File: src/rtl/pbd_pkg.sv
// Shared types, constants and the arctangent table for the bearing pipeline.
package pbd_pkg;

   localparam int CORDIC_STEPS_DEF = 16;
   localparam int COORD_BITS_DEF   = 16;
   localparam int ATAN_ENTRIES     = 24;

   localparam int WORK_BITS = 40;
   localparam int VEC_W     = 44;
   localparam int ANG_W     = 27;
   localparam int BEAR_W    = 17;

   localparam logic signed [ANG_W-1:0] DEG180_Q16 = ANG_W'(180 * 65536);
   localparam logic signed [ANG_W-1:0] DEG360_Q16 = ANG_W'(360 * 65536);
   localparam logic [BEAR_W:0]         DEG360_Q8  = (BEAR_W+1)'(92160);
   localparam logic [ANG_W-1:0]        ROUND_HALF = ANG_W'(128);

   typedef struct packed {
      logic signed [VEC_W-1:0] x;
      logic signed [VEC_W-1:0] y;
      logic signed [ANG_W-1:0] ang;
      logic                    zero;
   } vec_type;

   // atan(2^-i) in degrees, Q.16, rounded to nearest
   function automatic logic signed [ANG_W-1:0] atan_q16(input int idx);
      logic signed [ANG_W-1:0] r;
      begin
         case (idx)
            0:       r = ANG_W'(2949120);
            1:       r = ANG_W'(1740967);
            2:       r = ANG_W'(919879);
            3:       r = ANG_W'(466945);
            4:       r = ANG_W'(234379);
            5:       r = ANG_W'(117304);
            6:       r = ANG_W'(58666);
            7:       r = ANG_W'(29335);
            8:       r = ANG_W'(14668);
            9:       r = ANG_W'(7334);
            10:      r = ANG_W'(3667);
            11:      r = ANG_W'(1833);
            12:      r = ANG_W'(917);
            13:      r = ANG_W'(458);
            14:      r = ANG_W'(229);
            15:      r = ANG_W'(115);
            16:      r = ANG_W'(57);
            17:      r = ANG_W'(29);
            18:      r = ANG_W'(14);
            19:      r = ANG_W'(7);
            20:      r = ANG_W'(4);
            21:      r = ANG_W'(2);
            22:      r = ANG_W'(1);
            default: r = '0;
         endcase
         return r;
      end
   endfunction

endpackage

File: src/rtl/pbd_prep.sv
// Entry stage: difference vector, zero detect, scaling and right half plane fold.
module pbd_prep #(
   parameter int COORD_BITS = pbd_pkg::COORD_BITS_DEF
) (
   input  logic                         clock,
   input  logic                         reset,
   input  logic                         up_valid,
   output logic                         up_ready,
   input  logic signed [COORD_BITS-1:0] from_x,
   input  logic signed [COORD_BITS-1:0] from_z,
   input  logic signed [COORD_BITS-1:0] to_x,
   input  logic signed [COORD_BITS-1:0] to_z,
   output logic                         down_valid,
   input  logic                         down_ready,
   output pbd_pkg::vec_type             down_vec
);

   localparam int SHIFT = pbd_pkg::WORK_BITS - COORD_BITS;

   logic                            valid_ff;
   pbd_pkg::vec_type                vec_ff, vec_in;
   logic signed [COORD_BITS:0]      dx, dz;
   logic signed [pbd_pkg::VEC_W-1:0] sx, sz;

   always_comb begin
      dx = (COORD_BITS+1)'(to_x) - (COORD_BITS+1)'(from_x);
      dz = (COORD_BITS+1)'(to_z) - (COORD_BITS+1)'(from_z);
      sx = pbd_pkg::VEC_W'(dx) <<< SHIFT;
      sz = pbd_pkg::VEC_W'(dz) <<< SHIFT;
      vec_in.zero = (dx == '0) && (dz == '0);
      if (dx[COORD_BITS]) begin
         vec_in.x   = -sx;
         vec_in.y   = -sz;
         vec_in.ang = pbd_pkg::DEG180_Q16;
      end else begin
         vec_in.x   = sx;
         vec_in.y   = sz;
         vec_in.ang = '0;
      end
   end

   assign up_ready   = !valid_ff || down_ready;
   assign down_valid = valid_ff;
   assign down_vec   = vec_ff;

   always_ff @(posedge clock) begin
      if (reset) begin
         valid_ff <= 1'b0;
      end else if (up_ready) begin
         valid_ff <= up_valid;
      end
   end

   always_ff @(posedge clock) begin
      if (up_valid && up_ready) begin
         vec_ff <= vec_in;
      end
   end

endmodule

File: config.mk
export PLATFORM = sky130hd
export DESIGN_NAME = pbd_prep
export DESIGN_NICKNAME = d
export VERILOG_FILES = /design/src/rtl/pbd_pkg.sv /design/src/rtl/pbd_prep.sv
export SDC_FILE = /design/constraint.sdc
export NUM_CORES = 1
export LEC_CHECK = 0
export BUFFER_PORTS_ARGS = -buffer_cell sky130_fd_sc_hd__buf_4
export CAP_MARGIN = 25
export CORE_MARGIN = 8
export CORE_UTILIZATION = 54
export DETAILED_ROUTE_END_ITERATION = 8
export GPL_TIMING_DRIVEN = 0
export PLACE_DENSITY = 0.88
export SYNTH_ARGS = -nofsm -noshare
export SYNTH_HDL_FRONTEND = slang
export SYNTH_SLANG_ARGS = --single-unit
File: constraint.sdc
create_clock -name clock -period 5.9 [get_ports clock]
set_input_delay 0.885 -clock clock [delete_from_list [all_inputs] [get_ports clock]]
set_output_delay 0.885 -clock clock [all_outputs]
set_load 0.1 [all_outputs]
# [Word-level counts from Yosys, hierarchy flattened]
# Index checks and enable logic that the tools add are counted.
[classes] n_addsub=4 mux=1 reduce_logical=6
[ops] operator="111-bit 2-to-1 mux" count=1
[ops] operator="41-bit negation with 44-bit output" count=2
[ops] operator="17-bit logical NOT" count=2
[ops] operator="16-bit by 16-bit subtractor with 17-bit output" count=2
[ops] operator="1-bit logical AND" count=2
[ops] operator="1-bit logical NOT" count=1
[ops] operator="1-bit logical OR" count=1
[word_totals] regBits=117 inputBits=68 out_inout_bits=118

# [Depth between registers and ports, before layout]
[depth] depth_word=3 mapped_depth=14 mapped_depth_nobuf=14

# [Least setup slack after synthesis]
# No wires, ideal clock.
[synth_timing] path_type="input to register" startpoint="input port to_z[0]" endpoint="register vec_ff (netlist bit down_vec[68]), data pin" arrival_ps=3732 required_ps=5632 slack_ps=1900 stages=14 path_cell_list="inv_1 -> ha_1 -> fa_1 -> nor2b_1 -> or3_2 -> a32oi_1 -> or4_4 -> a2111o_1 -> a2111oi_4 -> nand4_1 -> nor2b_1 -> ha_1 -> inv_1 -> o21ai_0"
[synth_rtl] item="from (decl)" line="pbd_prep.sv:12" source="input logic signed [COORD_BITS-1:0] to_z,"
[synth_rtl] item="to (signal assigned)" line="pbd_prep.sv:56" source="vec_ff <= vec_in;"
[synth_rtl] item="to (decl)" line="pbd_prep.sv:21" source="pbd_pkg::vec_type vec_ff, vec_in;"

# [Worst setup path in the final report]
[layout_timing] startpoint="input port from_x[0]" endpoint="register vec_ff (netlist bit down_vec[112]), data pin"
[layout_via] elab_chain_cells=2
[layout_lines] item="from (decl)" line="pbd_prep.sv:9" source="input logic signed [COORD_BITS-1:0] from_x,"
[layout_lines] item="16-bit by 16-bit subtractor with 17-bit output (*)" line="pbd_prep.sv:26" source="dx = (COORD_BITS+1)'(to_x) - (COORD_BITS+1)'(from_x);"
[layout_lines] item="41-bit negation with 44-bit output" line="pbd_prep.sv:32" source="vec_in.x = -sx;"
# Mark *: on every way between the ends. The rest lies on a longest branch, timed or not.
# A chain may end at the register's enable or synchronous reset.

==> flow_metrics.tcl <==
set metrics [dict create \
    synth_area_um2 4650 \
    cts_tree "built" \
    rsz0062_at_grt "no" \
    drt_wl_total_um 11400 \
    fin_area_um2 6020 \
    ys_warn_count 0 \
    die_w_um 109 \
    ys_seq_area_share_pct 27.5 \
    tns_ns 0 \
    cts_sinks 43 \
    reg2reg_slack_ns 4.29 \
    required_ns 5.96 \
    io_pins 186 \
    clockBufferDepth 2 \
    synth-main-ff-cell "edfxtp_1" \
    irDropWorstVdd_mv 0.139 \
    r2r_start "down_valid" \
    hp-class "reg -> reg" \
    hold_buffers 0 \
    fill_cells 654 \
    start_util_pct 54.4 \
    cts_htree_levels 2 \
    die_h_um 109 \
    leakagePower_nw 2.95 \
    end_kind "flop" \
    drc 0 \
    wl_per_cell_um 13.6 \
    period_needed_ns 4.13 \
    cts_made_buffers 5 \
    final_nets 833 \
    first_pass_iters 5 \
    synth.avg_cell_area_um2 8.73 \
    clk_pin_slew_ns 0.09 \
    row_count 34 \
    first_global_vias 4152 \
    viasPerCell 5.13 \
    vias 4290 \
    period_share_pct 70.1 \
    setup_violations 0 \
    slew_viol_final 0 \
    netlist_instances 533 \
    critical_path_class "in -> reg" \
    die_area_um2 11800 \
    synth_cell_types 70 \
    whs_endpoint "down_valid" \
    min_from "down_valid" \
    drive_above_1_share_pct 29.8 \
    cp.arrival_ns 4.20 \
    start_kind "primary input" \
    ant_nets 0 \
    worst_pin_slew_ns 0.962 \
    overflow 0 \
    n_antenna_cell 0 \
    postSynth.asyncResetShare_pct 0 \
    whs_path_depth 2 \
    clock_skew_ns 0.00631 \
    synth_edf_count 42 \
    insertion_delay_ns 0.29 \
    status "complete, no violations" \
    syn2layout_area_growth_pct 29.4 \
    critPathMaxFanout 10 \
    cts-root-buf "clkbuf_8" \
    grt_usage_pct 18.2 \
    dpl_cell_area_um2 5920 \
    post-cts-setup-buffers 0 \
    drt_iter0_drc 137 \
    maxCapViolCount 0 \
    final_core_util_pct 70.4 \
    max-slew-margin-rel_pct 35.9 \
    cellPowerDensity_nw_per_um2 295 \
    coreArea_um2 8550 \
    dp_hpwl_um 9590 \
    grt_pass1_wl_um 17900 \
    reg2reg_depth 2 \
    hold_viol_final 0 \
    grt_max_degree 43 \
    gp_congestion 0.907 \
    cts_resized 0 \
    fmax_ghz 0.242 \
    rr_endpoint "down_vec[56]" \
    synth_seq_cells 43 \
    antenna_found_initial 0 \
    port-buffer-count 114 \
]
## layer usage
metal	GRT usage [%]	wire length, um
met5	0	0
met4	6.74	274
met3	6.15	1140
met2	30.7	5510
met1	20.9	4440
## flip-flops by register name, summed over array words and instances, names as in the netlist
register and cells:
down_valid 1, down_vec 42
## per-stage QoR
| stage | setup slack (ns) | hold slack, ns | instances | total power, mW |
|---|---|---|---|---|
| floorplan | 1.90 | 0.954 | 606 | 1.38 |
| CTS | 1.78 | 0.532 | 836 | 1.77 |
| global route | 1.55 | 0.577 | 836 | 1.86 |
| detailed placement | 1.47 | 0.519 | 828 | 1.58 |
| global placement | 1.60 | 0.504 | 828 | 1.56 |
| finish | 1.77 | 0.532 | 836 | 1.78 |
## worst max-delay path, cell delays in order
cell and delay, ns:
buf_4 0.11, ha_1 0.23, fa_1 0.43, nor2b_1 0.23, o2111a_1 0.23, o21ai_0 0.18, a21o_1 0.24, a31o_2 0.23
a21oi_1 0.27, clkbuf_8 0.25, clkbuf_1 0.45, ha_1 0.32, and2_1 0.13
## cells in the final DEF, fill, tap and decap left out, types with 3 or more instances in the layout
master and instances:
nor4_1 3, a211oi_1 7, nor3_1 8, and3_1 3, xnor2_1 33, nand4_1 4
o31ai_1 3, clkbuf_1 6, o21ai_0 19, a41oi_1 3, nor3b_1 3, nand2b_1 6
a31oi_1 10, nor2_1 40, o2111ai_1 4, o21bai_1 3, clkbuf_8 7, and2_1 7
edfxtp_1 42, inv_1 51, conb_1 74, xor2_1 16, or3_1 3, buf_4 188
ha_1 36, nor2b_1 8, mux2i_1 3, nand3_1 8, a21oi_1 40, a21o_1 8
a221oi_1 4, nand2_1 22, o21a_1 5
## worst max path at each step
stage	depth (start not counted)	start	slack, ns	end
6_report	13	from_x[0]	1.77	down_vec[112]
5_1_grt	14	from_z[0]	1.55	down_vec[68]
4_1_cts	13	from_x[0]	1.78	down_vec[112]
3_5_place_dp	13	from_x[0]	1.47	down_vec[112]
3_3_place_gp	14	from_z[0]	1.60	down_vec[68]
2_1_floorplan	14	to_z[0]	1.90	down_vec[68]
## where the power goes
part,internal (mW),switching [mW]
sequential,0.414,0.0181
combinational,0.290,0.856
clock,0.0956,0.104
total,0.799,0.979
## cell usage after synthesis, types with 2 or more instances
library cell  instances  area, um^2
a221oi_1              4        35.0
xnor2_1              33         289
or3_1                 3        18.8
fa_1                  2        40.0
o211ai_1              2        15.0
o31ai_1               3        22.5
o21bai_1              3        22.5
a21o_1                8        60.1
a211o_1               2        17.5
nor3b_1               3        22.5
a211oi_1              7        52.6
a21oi_1              40         200
and3_1                3        18.8
edfxtp_1             42        1260
nor2_1               40         150
nor4_1                3        18.8
a2111oi_4             2        55.1
o21ai_0              19        95.1
a31oi_1              10        62.6
o211a_1               2        20.0
or3_2                 2        15.0
nor2b_1               8        50.1
and2_1                8        50.1
a2111o_1              2        22.5
nand2_1              22        82.6
nand3_1               8        40.0
nor3_1                8        40.0
nand4_1               4        25.0
mux2i_1               3        30.0
buf_6                 2        22.5
o2111ai_1             4        35.0
nand2b_1              6        37.5
and4_2                2        20.0
clkbuf_1              6        22.5
inv_1                51         191
buf_4                74         556
nand3b_1              2        15.0
xor2_1               16         140
a41oi_1               3        26.3
ha_1                 36         450
o22ai_1               2        12.5
o21a_1                5        37.5
## cells by family after synthesis
logic type,after synthesis,share of synthesized area [%]
AOI/OAI and AO/OA,130,19.5
adders and majority gates,38,10.5
other,1,0.0806
buffers and inverters,137,17.6
and+or+nand+nor,132,14.9
DFF,43,27.5
xor gates and xnor gates,49,9.23
muxes,3,0.646
## area by class of cell
| class | count | area, um^2 | area share (%) |
|---|---|---|---|
| multi-input combinational | 426 | 2830 | 47.0 |
| sequential | 43 | 1280 | 21.3 |
| timing repair buffer | 114 | 856 | 14.2 |
| buffer | 85 | 623 | 10.4 |
| inverter | 52 | 195 | 3.24 |
| tap | 108 | 135 | 2.25 |
| clock buffer | 6 | 82.6 | 1.37 |
| clock inverter | 2 | 16.3 | 0.270 |
Power figures use the tool's default switching activity.
