File: src/rtl/pbd_pkg.sv
// Shared types, constants and the arctangent table for the bearing pipeline.
package pbd_pkg;

   localparam int CORDIC_STEPS_DEF = 16;
   localparam int COORD_BITS_DEF   = 16;
   localparam int ATAN_ENTRIES     = 24;

   localparam int WORK_BITS = 40;
   localparam int VEC_W     = 44;
   localparam int ANG_W     = 27;
   localparam int BEAR_W    = 17;

   localparam logic signed [ANG_W-1:0] DEG180_Q16 = ANG_W'(180 * 65536);
   localparam logic signed [ANG_W-1:0] DEG360_Q16 = ANG_W'(360 * 65536);
   localparam logic [BEAR_W:0]         DEG360_Q8  = (BEAR_W+1)'(92160);
   localparam logic [ANG_W-1:0]        ROUND_HALF = ANG_W'(128);

   typedef struct packed {
      logic signed [VEC_W-1:0] x;
      logic signed [VEC_W-1:0] y;
      logic signed [ANG_W-1:0] ang;
      logic                    zero;
   } vec_type;

   // atan(2^-i) in degrees, Q.16, rounded to nearest
   function automatic logic signed [ANG_W-1:0] atan_q16(input int idx);
      logic signed [ANG_W-1:0] r;
      begin
         case (idx)
            0:       r = ANG_W'(2949120);
            1:       r = ANG_W'(1740967);
            2:       r = ANG_W'(919879);
            3:       r = ANG_W'(466945);
            4:       r = ANG_W'(234379);
            5:       r = ANG_W'(117304);
            6:       r = ANG_W'(58666);
            7:       r = ANG_W'(29335);
            8:       r = ANG_W'(14668);
            9:       r = ANG_W'(7334);
            10:      r = ANG_W'(3667);
            11:      r = ANG_W'(1833);
            12:      r = ANG_W'(917);
            13:      r = ANG_W'(458);
            14:      r = ANG_W'(229);
            15:      r = ANG_W'(115);
            16:      r = ANG_W'(57);
            17:      r = ANG_W'(29);
            18:      r = ANG_W'(14);
            19:      r = ANG_W'(7);
            20:      r = ANG_W'(4);
            21:      r = ANG_W'(2);
            22:      r = ANG_W'(1);
            default: r = '0;
         endcase
         return r;
      end
   endfunction

endpackage

File: src/rtl/pbd_finish.sv
// Output stage: fold into [0, 360), round to Q9.8, wrap, zero vector override.
module pbd_finish (
   input  logic                        clock,
   input  logic                        reset,
   input  logic                        up_valid,
   output logic                        up_ready,
   input  pbd_pkg::vec_type            up_vec,
   output logic                        rsp_valid,
   input  logic                        rsp_ready,
   output logic [pbd_pkg::BEAR_W-1:0]  rsp_bearing,
   output logic                        rsp_zero_vector
);

   localparam int AW = pbd_pkg::ANG_W;
   localparam int BW = pbd_pkg::BEAR_W;

   logic          valid_ff;
   logic [BW-1:0] bearing_ff, bearing_in;
   logic          zero_ff;
   logic [AW-1:0] folded, rounded;
   logic [BW:0]   q8;

   always_comb begin
      if (up_vec.ang[AW-1]) begin
         folded = AW'(up_vec.ang + pbd_pkg::DEG360_Q16);
      end else begin
         folded = AW'(up_vec.ang);
      end
      rounded = folded + pbd_pkg::ROUND_HALF;
      q8      = rounded[BW+8:8];
      if (q8 >= pbd_pkg::DEG360_Q8) begin
         q8 = q8 - pbd_pkg::DEG360_Q8;
      end
      bearing_in = up_vec.zero ? '0 : q8[BW-1:0];
   end

   assign up_ready        = !valid_ff || rsp_ready;
   assign rsp_valid       = valid_ff;
   assign rsp_bearing     = bearing_ff;
   assign rsp_zero_vector = zero_ff;

   always_ff @(posedge clock) begin
      if (reset) begin
         valid_ff <= 1'b0;
      end else if (up_ready) begin
         valid_ff <= up_valid;
      end
   end

   always_ff @(posedge clock) begin
      if (up_valid && up_ready) begin
         bearing_ff <= bearing_in;
         zero_ff    <= up_vec.zero;
      end
   end

endmodule
File: config.mk
export PLATFORM = sky130hd
export DESIGN_NAME = pbd_finish
export DESIGN_NICKNAME = d
export VERILOG_FILES = /design/src/rtl/pbd_pkg.sv /design/src/rtl/pbd_finish.sv
export SDC_FILE = /design/constraint.sdc
export NUM_CORES = 1
export LEC_CHECK = 0
export ABC_AREA = 1
export BUFFER_PORTS_ARGS = -buffer_cell sky130_fd_sc_hd__buf_4
export CAP_MARGIN = 20
export CELL_PAD_IN_SITES_DETAIL_PLACEMENT = 0
export CELL_PAD_IN_SITES_GLOBAL_PLACEMENT = 1
export CORE_UTILIZATION = 24
export CTS_CLUSTER_DIAMETER = 150
export DETAILED_ROUTE_END_ITERATION = 10
export PLACE_DENSITY = 0.79
export SLEW_MARGIN = 20
export SYNTH_ARGS = -nofsm -noshare
export SYNTH_HDL_FRONTEND = slang
export SYNTH_SLANG_ARGS = --single-unit
File: constraint.sdc
create_clock -name clock -period 2.6 [get_ports clock]
set_clock_uncertainty 0.2 [all_clocks]
set_input_delay 0.52 -clock clock [delete_from_list [all_inputs] [get_ports clock]]
set_output_delay 0.52 -clock clock [all_outputs]
set_load 0.02 [all_outputs]
# After elaboration in Yosys (flattened, before gate mapping)
# Index checks and enable logic that the tools add are counted.
[classes]
order_cmp = 1
mux = 2
n_addsub = 3
reduce_logical = 3
[op_table]
columns = ["operator", "count"]
rows = [
  ["adder 26 bit, second input constant", 1],
  ["adder 26 x 8 -> 26 bit, second input constant", 1],
  ["two-way mux 26 bit", 1],
  ["greater-or-equal comparator 18 x 17 -> 1 bit, second input constant", 1],
  ["two-way mux 17 bit", 1],
  ["subtractor 17 bit, second input constant", 1],
  ["logical AND 1 bit", 1],
  ["zero test 1 bit", 1],
  ["logical OR 1 bit", 1],
]
[totals]
input_bits = 120
wordCells = 12
reg_bits = 19

# Depth between registers and ports, before layout
# Gate-level depths: netlist of run 1.
[depth]
word_depth = 5
ltp_mapped = 16
ltp_nobuf = 16

# Least setup slack after synthesis of run 1
# OpenSTA, ideal clock, no wires.
[synth_timing]
path_kind = "in2reg"
startpoint = "input port up_vec[20] (netlist bit)"
endpoint = "register bearing_ff[12], in the netlist rsp_bearing[12], data pin"
path_buffers = 0
arrival_ns = 1.814
slack_ns = 0.335
path_stages = 14
setup_time_ns = 0.251
cell_sequence = "ha_1 nand2_1 nand2_2 nand4_2 nor2_2 nand2_1 nand2_2 nand3_2 nand2_4 nand2_4 nand2_4 nand2_2 nand2_1 nor2_2"
[synth_between]
elab_chain_cells = 5
[synth_lines]
columns = ["item", "line", "source"]
rows = [
  ["start: declaration", "pbd_finish.sv:7", "input pbd_pkg::vec_type up_vec,"],
  ["adder 26 bit", "pbd_finish.sv:25", "folded = AW'(up_vec.ang + pbd_pkg::DEG360_Q16);"],
  ["two-way mux 26 bit (*)", "pbd_finish.sv:24", "if (up_vec.ang[AW-1]) begin"],
  ["adder 26 x 8 -> 26 bit (*)", "pbd_finish.sv:29", "rounded = folded + pbd_pkg::ROUND_HALF;"],
  ["subtractor 17 bit / greater-or-equal comparator 18 x 17 -> 1 bit (equally long branches)", "pbd_finish.sv:32, pbd_finish.sv:31", ""],
  ["two-way mux 17 bit (*)", "pbd_finish.sv:31", "if (q8 >= pbd_pkg::DEG360_Q8) begin"],
  ["end signal: assignment", "pbd_finish.sv:52", "bearing_ff <= bearing_in;"],
  ["end: declaration", "pbd_finish.sv:18", "logic [BW-1:0] bearing_ff, bearing_in;"],
]
# Every way passes the cells marked *; elsewhere a longest branch is shown, timed or not.
# A chain may end at the register's enable or synchronous reset.

# Worst setup path in the final report of run 1
# Ends and elaborated chain as after synthesis.

==> qor.txt, run 1 <==
N_diodes - 0
Final hold violation count - 0
1st-iter DRT viols - 46
Routed vias - 1,299
Max Freq - 438.2 MHz
Final Cell Area - 0.001972 sq mm
Critical path fanouts, max - 8
Core ar. - 0.005991 sq mm
Yosys cell types - 33
Rows - 28
Sequential area share after synthesis - 0.3702
Worst-Skew Late Latency - 0.25 ns
Share of layout cells above drive strength 1 - 0.3745
Cell internal pwr - 0.0005836 W
Final period util - 0.8777
Routed wire per std cell - 9.148 um
Combinational Power Share - 0.325
Largest net degree at the start of global routing - 19
Clk slew on worst S/H paths - 0.06 ns
Slowest stage delay, CP - 0.27 ns
WL final - 2836 um
Root buf cell - clkbuf_8
Crit path max-delay family - simple AND/OR/NAND/NOR gates
Yosys Warn Count - 0
Initial antenna violation count - 0
Total GRT Usage - 0.09753
Post-CTS Setup Bufs - 0
Syn nets - 311
Worst Reg-to-Reg Cells - 2
Unrepaired setup endpoints after global routing - false
Area leader, netlist - edfxtp_1
Filler Cell Count - 650
CP Depth - 15
Final hold slack - 0.2108 ns
Setup TNS - 0 ns
Leakage - 0.9374 nW
Sw power - 0.0002510 W
Clock sink count - 19
CP Capture Type - register
Die ar. - 0.006630 sq mm
Critical Path RT - 2.41 ns
CTS buffer count - 3
First-pass GRT wire length - 5064 um
Post-Syn Area - 0.001514 sq mm
P&R area growth vs syn - 30.25%
DRC viols - 0
Worst Hold Path Cells - 2
Mapped Avg Cell Area - 8.053 sq um
Final setup fails - 0
H-tree levels - 1
Die span in y - 81.43 um
Post-route antenna net violation count - 0
Worst EP arrival - 2.09 ns
Most common cell after layout, fill and taps aside - buf_4
Post-detail-place hpwl - 2489 um
Net count reported at finish - 359
Crit-path cells - buf_4, ha_1, nand2_1, nand2_2, nand4_2, nor2_2, nand2_1, nand2_2, nand3_2, nand2_4, nand2_4, nand2_4, nand2_2, nand2_1, nor2_2
PwrDens - 423.3 mW/mm^2
Area contributors post-synth - edfxtp_1 (36%), nand2_1 (10%), inv_1 (5.7%), nand2_2 (4.5%), nand2_4 (3.7%)
Kind of critical path - in -> reg
Maximum vdd drop - 0.0001976 V
Die width - 81.43 um
Min cycle time layout - 2.282 ns
IO Port Bufs - 44
Vias in the first global route - 1,186
# hold bufs at CTS - 0
Most frequent cells in the layout - buf_4 (45), nand2_1 (42), inv_1 (23), edfxtp_1 (18), nor2_1 (15)
Share of the synthesized area in the top cell type - 0.3570
Synth Instances - 188
Worst slew pin tran - 0.3442 ns
Status - finished clean
GRT Residual Overflow - 0
CTS-repair resized insts - 0
Slowest stage cell, crit path - ha_1
CP startpoint kind - input port
Top Ports - 140
CTS tree - yes
Clock Power Share - 0.232
Hold crit path type - in -> reg
Maximum root-to-sink buffer count - 2
Sw frac - 0.3007
Initial Util - 0.2527
First-pass DRT Iterations - 4
Vias per cell - 4.190
Flop pwr share - 0.443
RePlAce Congestion - 0.7674
CP bufs+invs - 1
Placed Area - 0.001927 sq mm
Slew headroom - 0.7698
Flip-flop and latch count after synthesis - 19
Final Slew Violations - 0
MaxCap Viol Count - 0
Final design utilization - 0.3292
## registers in the layout, summed over array words and instances (netlist names)
| register | cells |
|---|---|
| rsp_valid | 1 |
| rsp_zero_vector | 1 |
| rsp_bearing | 17 |
## synthesized netlist by cell type (all sizes together)
cell type	number
nor2	24
edfxtp	18
or2	2
nand4	5
o221a	1
a21oi	14
xnor2	6
buf	2
o21a	1
nor3	2
dfxtp	1
ha	3
nand3	14
xor2	1
inv	27
o21ai	7
and3	1
nand2	58
a31oi	1
## power groups by stage
| stage | Clock [W] | Sequential (W) | Combinational, W |
|---|---|---|---|
| floorplan | 0 | 0.000408 | 0.000150 |
| global placement | 0 | 0.000376 | 0.000272 |
| detailed placement | 0 | 0.000377 | 0.000274 |
| CTS | 0.000199 | 0.000370 | 0.000274 |
| global route | 0.000216 | 0.000372 | 0.000304 |
| finish | 0.000193 | 0.000370 | 0.000271 |
## per-layer routing
layer	global-route usage	vias to the layer above	share of wire
met5	0	-	0
met1	0.1288	552	0.51
met4	0.04286	0	0.013
li1	-	712	-
met2	0.1600	31	0.43
met3	0.01000	4	0.045
## stage by stage
step	cells	worst slack [ns]	total power, W
detailed placement	306	0.04137	0.0006508
finish	310	0.3179	0.0008346
global route	310	0.1271	0.0008914
floorplan	188	0.3351	0.0005583
CTS	310	0.3038	0.0008435
global placement	306	0.06641	0.0006479
## worst reg2reg max path, delay by kind of cell (launching register included)
kind            cells  cell delay, ns
compound gates      1            0.14
buf+inv             1            0.26
flops               1            0.32
## final timing paths
| check | start | to | slack, ns |
|---|---|---|---|
| worst max-delay path | up_vec[20] | rsp_bearing[12] | 0.32 |
| worst max register to register | rsp_valid | rsp_bearing[13] | 1.37 |
| worst min-delay path | reset | rsp_valid | 0.21 |
| worst min register to register | rsp_valid | rsp_valid | 0.30 |
## layout make-up
| class | instances | area, sq um | area share |
|---|---|---|---|
| multi-input cells | 140 | 830.8 | 0.4213 |
| repair buffers | 45 | 337.8 | 0.1713 |
| well taps | 75 | 93.84 | 0.04759 |
| clock buffers | 4 | 45.04 | 0.02284 |
| flip-flops and latches | 19 | 560.5 | 0.2843 |
| inverters | 27 | 103.9 | 0.05267 |
## cell families after synthesis
kind of cell             after synthesis  share of synthesized area
AO/OA/AOI/OAI                         24                    0.09339
XOR/XNOR                               7                    0.05041
adder cells (fa/ha/maj)                3                    0.02480
buffers and inverters                 29                    0.08099
flip-flops                            19                     0.3702
AND/OR/NAND/NOR                      106                     0.3802
(Power assumes the default switching activity.)
==> inputs of run 2 (changes only) <==
--- a/config.mk
+++ b/config.mk
@@ -10,10 +10,11 @@
 export CAP_MARGIN = 20
 export CELL_PAD_IN_SITES_DETAIL_PLACEMENT = 0
 export CELL_PAD_IN_SITES_GLOBAL_PLACEMENT = 1
-export CORE_UTILIZATION = 24
+export CORE_UTILIZATION = 25
+export CTS_BUF_LIST = sky130_fd_sc_hd__clkbuf_8
 export CTS_CLUSTER_DIAMETER = 150
 export DETAILED_ROUTE_END_ITERATION = 10
-export PLACE_DENSITY = 0.79
+export PLACE_DENSITY = 0.82
 export SLEW_MARGIN = 20
 export SYNTH_ARGS = -nofsm -noshare
 export SYNTH_HDL_FRONTEND = slang
==> qor.txt, run 2 (synthesized netlist as in run 1, its figures left out) <==
Final period util - 0.8665 (was 0.8777)
Slowest stage cell, crit path - ha_1 (unchanged)
Routed wire per std cell - 9.385 um (was 9.148 um)
Clk slew on worst S/H paths - 0.07 ns (was 0.06 ns)
Vias in the first global route - 1,212 (was 1,186)
Final hold violation count - 0 (unchanged)
Most frequent cells in the layout - buf_4 (47), nand2_1 (42), inv_1 (24), edfxtp_1 (18), nor2_1 (15) (was buf_4 (45), nand2_1 (42), inv_1 (23), edfxtp_1 (18), nor2_1 (15))
CP Capture Type - register (unchanged)
Routed vias - 1,340 (was 1,299)
Most common cell after layout, fill and taps aside - buf_4 (unchanged)
WL final - 2900 um (was 2836 um)
Final Slew Violations - 0 (unchanged)
Initial antenna violation count - 0 (unchanged)
Die span in y - 79.82 um (was 81.43 um)
Net count reported at finish - 361 (was 359)
# hold bufs at CTS - 0 (unchanged)
Core ar. - 0.005675 sq mm (was 0.005991 sq mm)
Met2 wire len - 1296 um (was 1227 um)
First-pass GRT wire length - 5030 um (was 5064 um)
Hold crit path type - in -> reg (unchanged)
CTS buffer count - 3 (unchanged)
Maximum vdd drop - 0.0002601 V (was 0.0001976 V)
Clock sink count - 19 (unchanged)
Die width - 79.82 um (was 81.43 um)
First-pass DRT Iterations - 4 (unchanged)
RePlAce Congestion - 0.7566 (was 0.7674)
Routed wl met3 - 159 um (was 129 um)
CP startpoint kind - input port (unchanged)
IO Port Bufs - 44 (unchanged)
Leakage - 0.9513 nW (was 0.9374 nW)
Kind of critical path - in -> reg (unchanged)
Max Freq - 443.9 MHz (was 438.2 MHz)
H-tree levels - 1 (unchanged)
Unrepaired setup endpoints after global routing - false (unchanged)
PwrDens - 421.4 mW/mm^2 (was 423.3 mW/mm^2)
Rows - 27 (was 28)
Setup TNS - 0 ns (unchanged)
Critical Path RT - 2.41 ns (about the same)
Final setup fails - 0 (unchanged)
DRT met1 WL - 1410 um (was 1442 um)
Flip-flop count of the largest register after layout - 17 (unchanged)
Post-CTS Setup Bufs - 0 (unchanged)
Crit-path cells - buf_4, ha_1, nand2_1, nand2_2, nand4_2, nor2_2, nand2_1, nor2_1, nor2_2, nand2_4, nand2_4, nand2_4, nand2_2, nand2_1, nor2_2 (was buf_4, ha_1, nand2_1, nand2_2, nand4_2, nor2_2, nand2_1, nand2_2, nand3_2, nand2_4, nand2_4, nand2_4, nand2_2, nand2_1, nor2_2)
Total GRT Usage - 0.09827 (was 0.09753)
Reg2reg setup slack - 1.37 ns (about the same)
Post-detail-place hpwl - 2476 um (was 2489 um)
Largest net degree at the start of global routing - 19 (unchanged)
N_diodes - 0 (unchanged)
CTS tree - yes (unchanged)
MaxCap Viol Count - 0 (unchanged)
1st-iter DRT viols - 57 (was 46)
Highest metal used - met4 (unchanged)
Critical path fanouts, max - 8 (unchanged)
Die ar. - 0.006371 sq mm (was 0.006630 sq mm)
Worst EP arrival - 2.06 ns (was 2.09 ns)
Post-route antenna net violation count - 0 (unchanged)
Initial Util - 0.2668 (was 0.2527)
GRT Residual Overflow - 0 (unchanged)
Root buf cell - clkbuf_8 (unchanged)
DRC viols - 0 (unchanged)
Share of layout cells above drive strength 1 - 0.3797 (was 0.3745)
Slew headroom - 0.7706 (was 0.7698)
Pwr Total - 0.0008356 W (was 0.0008346 W)
P&R area growth vs syn - 30.99% (was 30.25%)
Maximum root-to-sink buffer count - 2 (unchanged)
Min cycle time layout - 2.253 ns (was 2.282 ns)
Worst-Skew Late Latency - 0.24 ns (was 0.25 ns)
Worst slew pin tran - 0.3430 ns (was 0.3442 ns)
Slowest stage delay, CP - 0.26 ns (was 0.27 ns)
CTS-repair resized insts - 0 (unchanged)
Status - finished clean (unchanged)
Vias per cell - 4.337 (was 4.190)
Top Ports - 140 (unchanged)
run 2: final timing paths:
check,to,cells after the start,from
setup / recovery,rsp_bearing[12],15,up_vec[20]
hold reg to reg,rsp_valid,2,rsp_valid
setup reg to reg,rsp_bearing[16],2,rsp_valid
hold / removal,rsp_valid,2,reset
run 2: critical path, delay by kind of cell:
kind	cells	cell delay, ns
AND/OR/NAND/NOR	13	1.13
buffers and inverters	1	0.12
adder cells (fa/ha/maj)	1	0.26
run 2: per-layer routing:
metal / GRT usage / vias to the layer above
li1: - / 711
met1: 0.1258 / 597
met2: 0.1658 / 30
met3: 0.01371 / 2
met4: 0.03750 / 0
met5: 0 / -
run 2: power by group:
part / internal (W) / switching [W] / leakage (nW)
clock network: 0.000104 / 0.0000854 / 0.0269
logic: 0.000114 / 0.000161 / 0.737
registers: 0.000364 / 0.00000599 / 0.188
total: 0.000583 / 0.000253 / 0.951
run 2: final cells by class:
type	instances	area, sq um
tap	72	90.09
sequential	19	560.5
clock inverter	1	3.754
fill	619	3692
clock buffer	3	41.29
inverter	27	103.9
multi-input combinational	140	830.8
timing repair buffer	47	352.8
run 2: stage by stage:
stage               worst slack (ns)  utilization  cell area, sq um  hold slack, ns  std cells
global route                  0.1607       0.3494              1983          0.2187        309
floorplan                     0.3351            -              1514          0.3891        188
detailed placement           0.08536       0.3415              1938          0.2979        305
CTS                           0.3419       0.3494              1983          0.2131        309
finish                        0.3471       0.3494              1983          0.2155        309
global placement             0.09632       0.3415              1938          0.2899        305
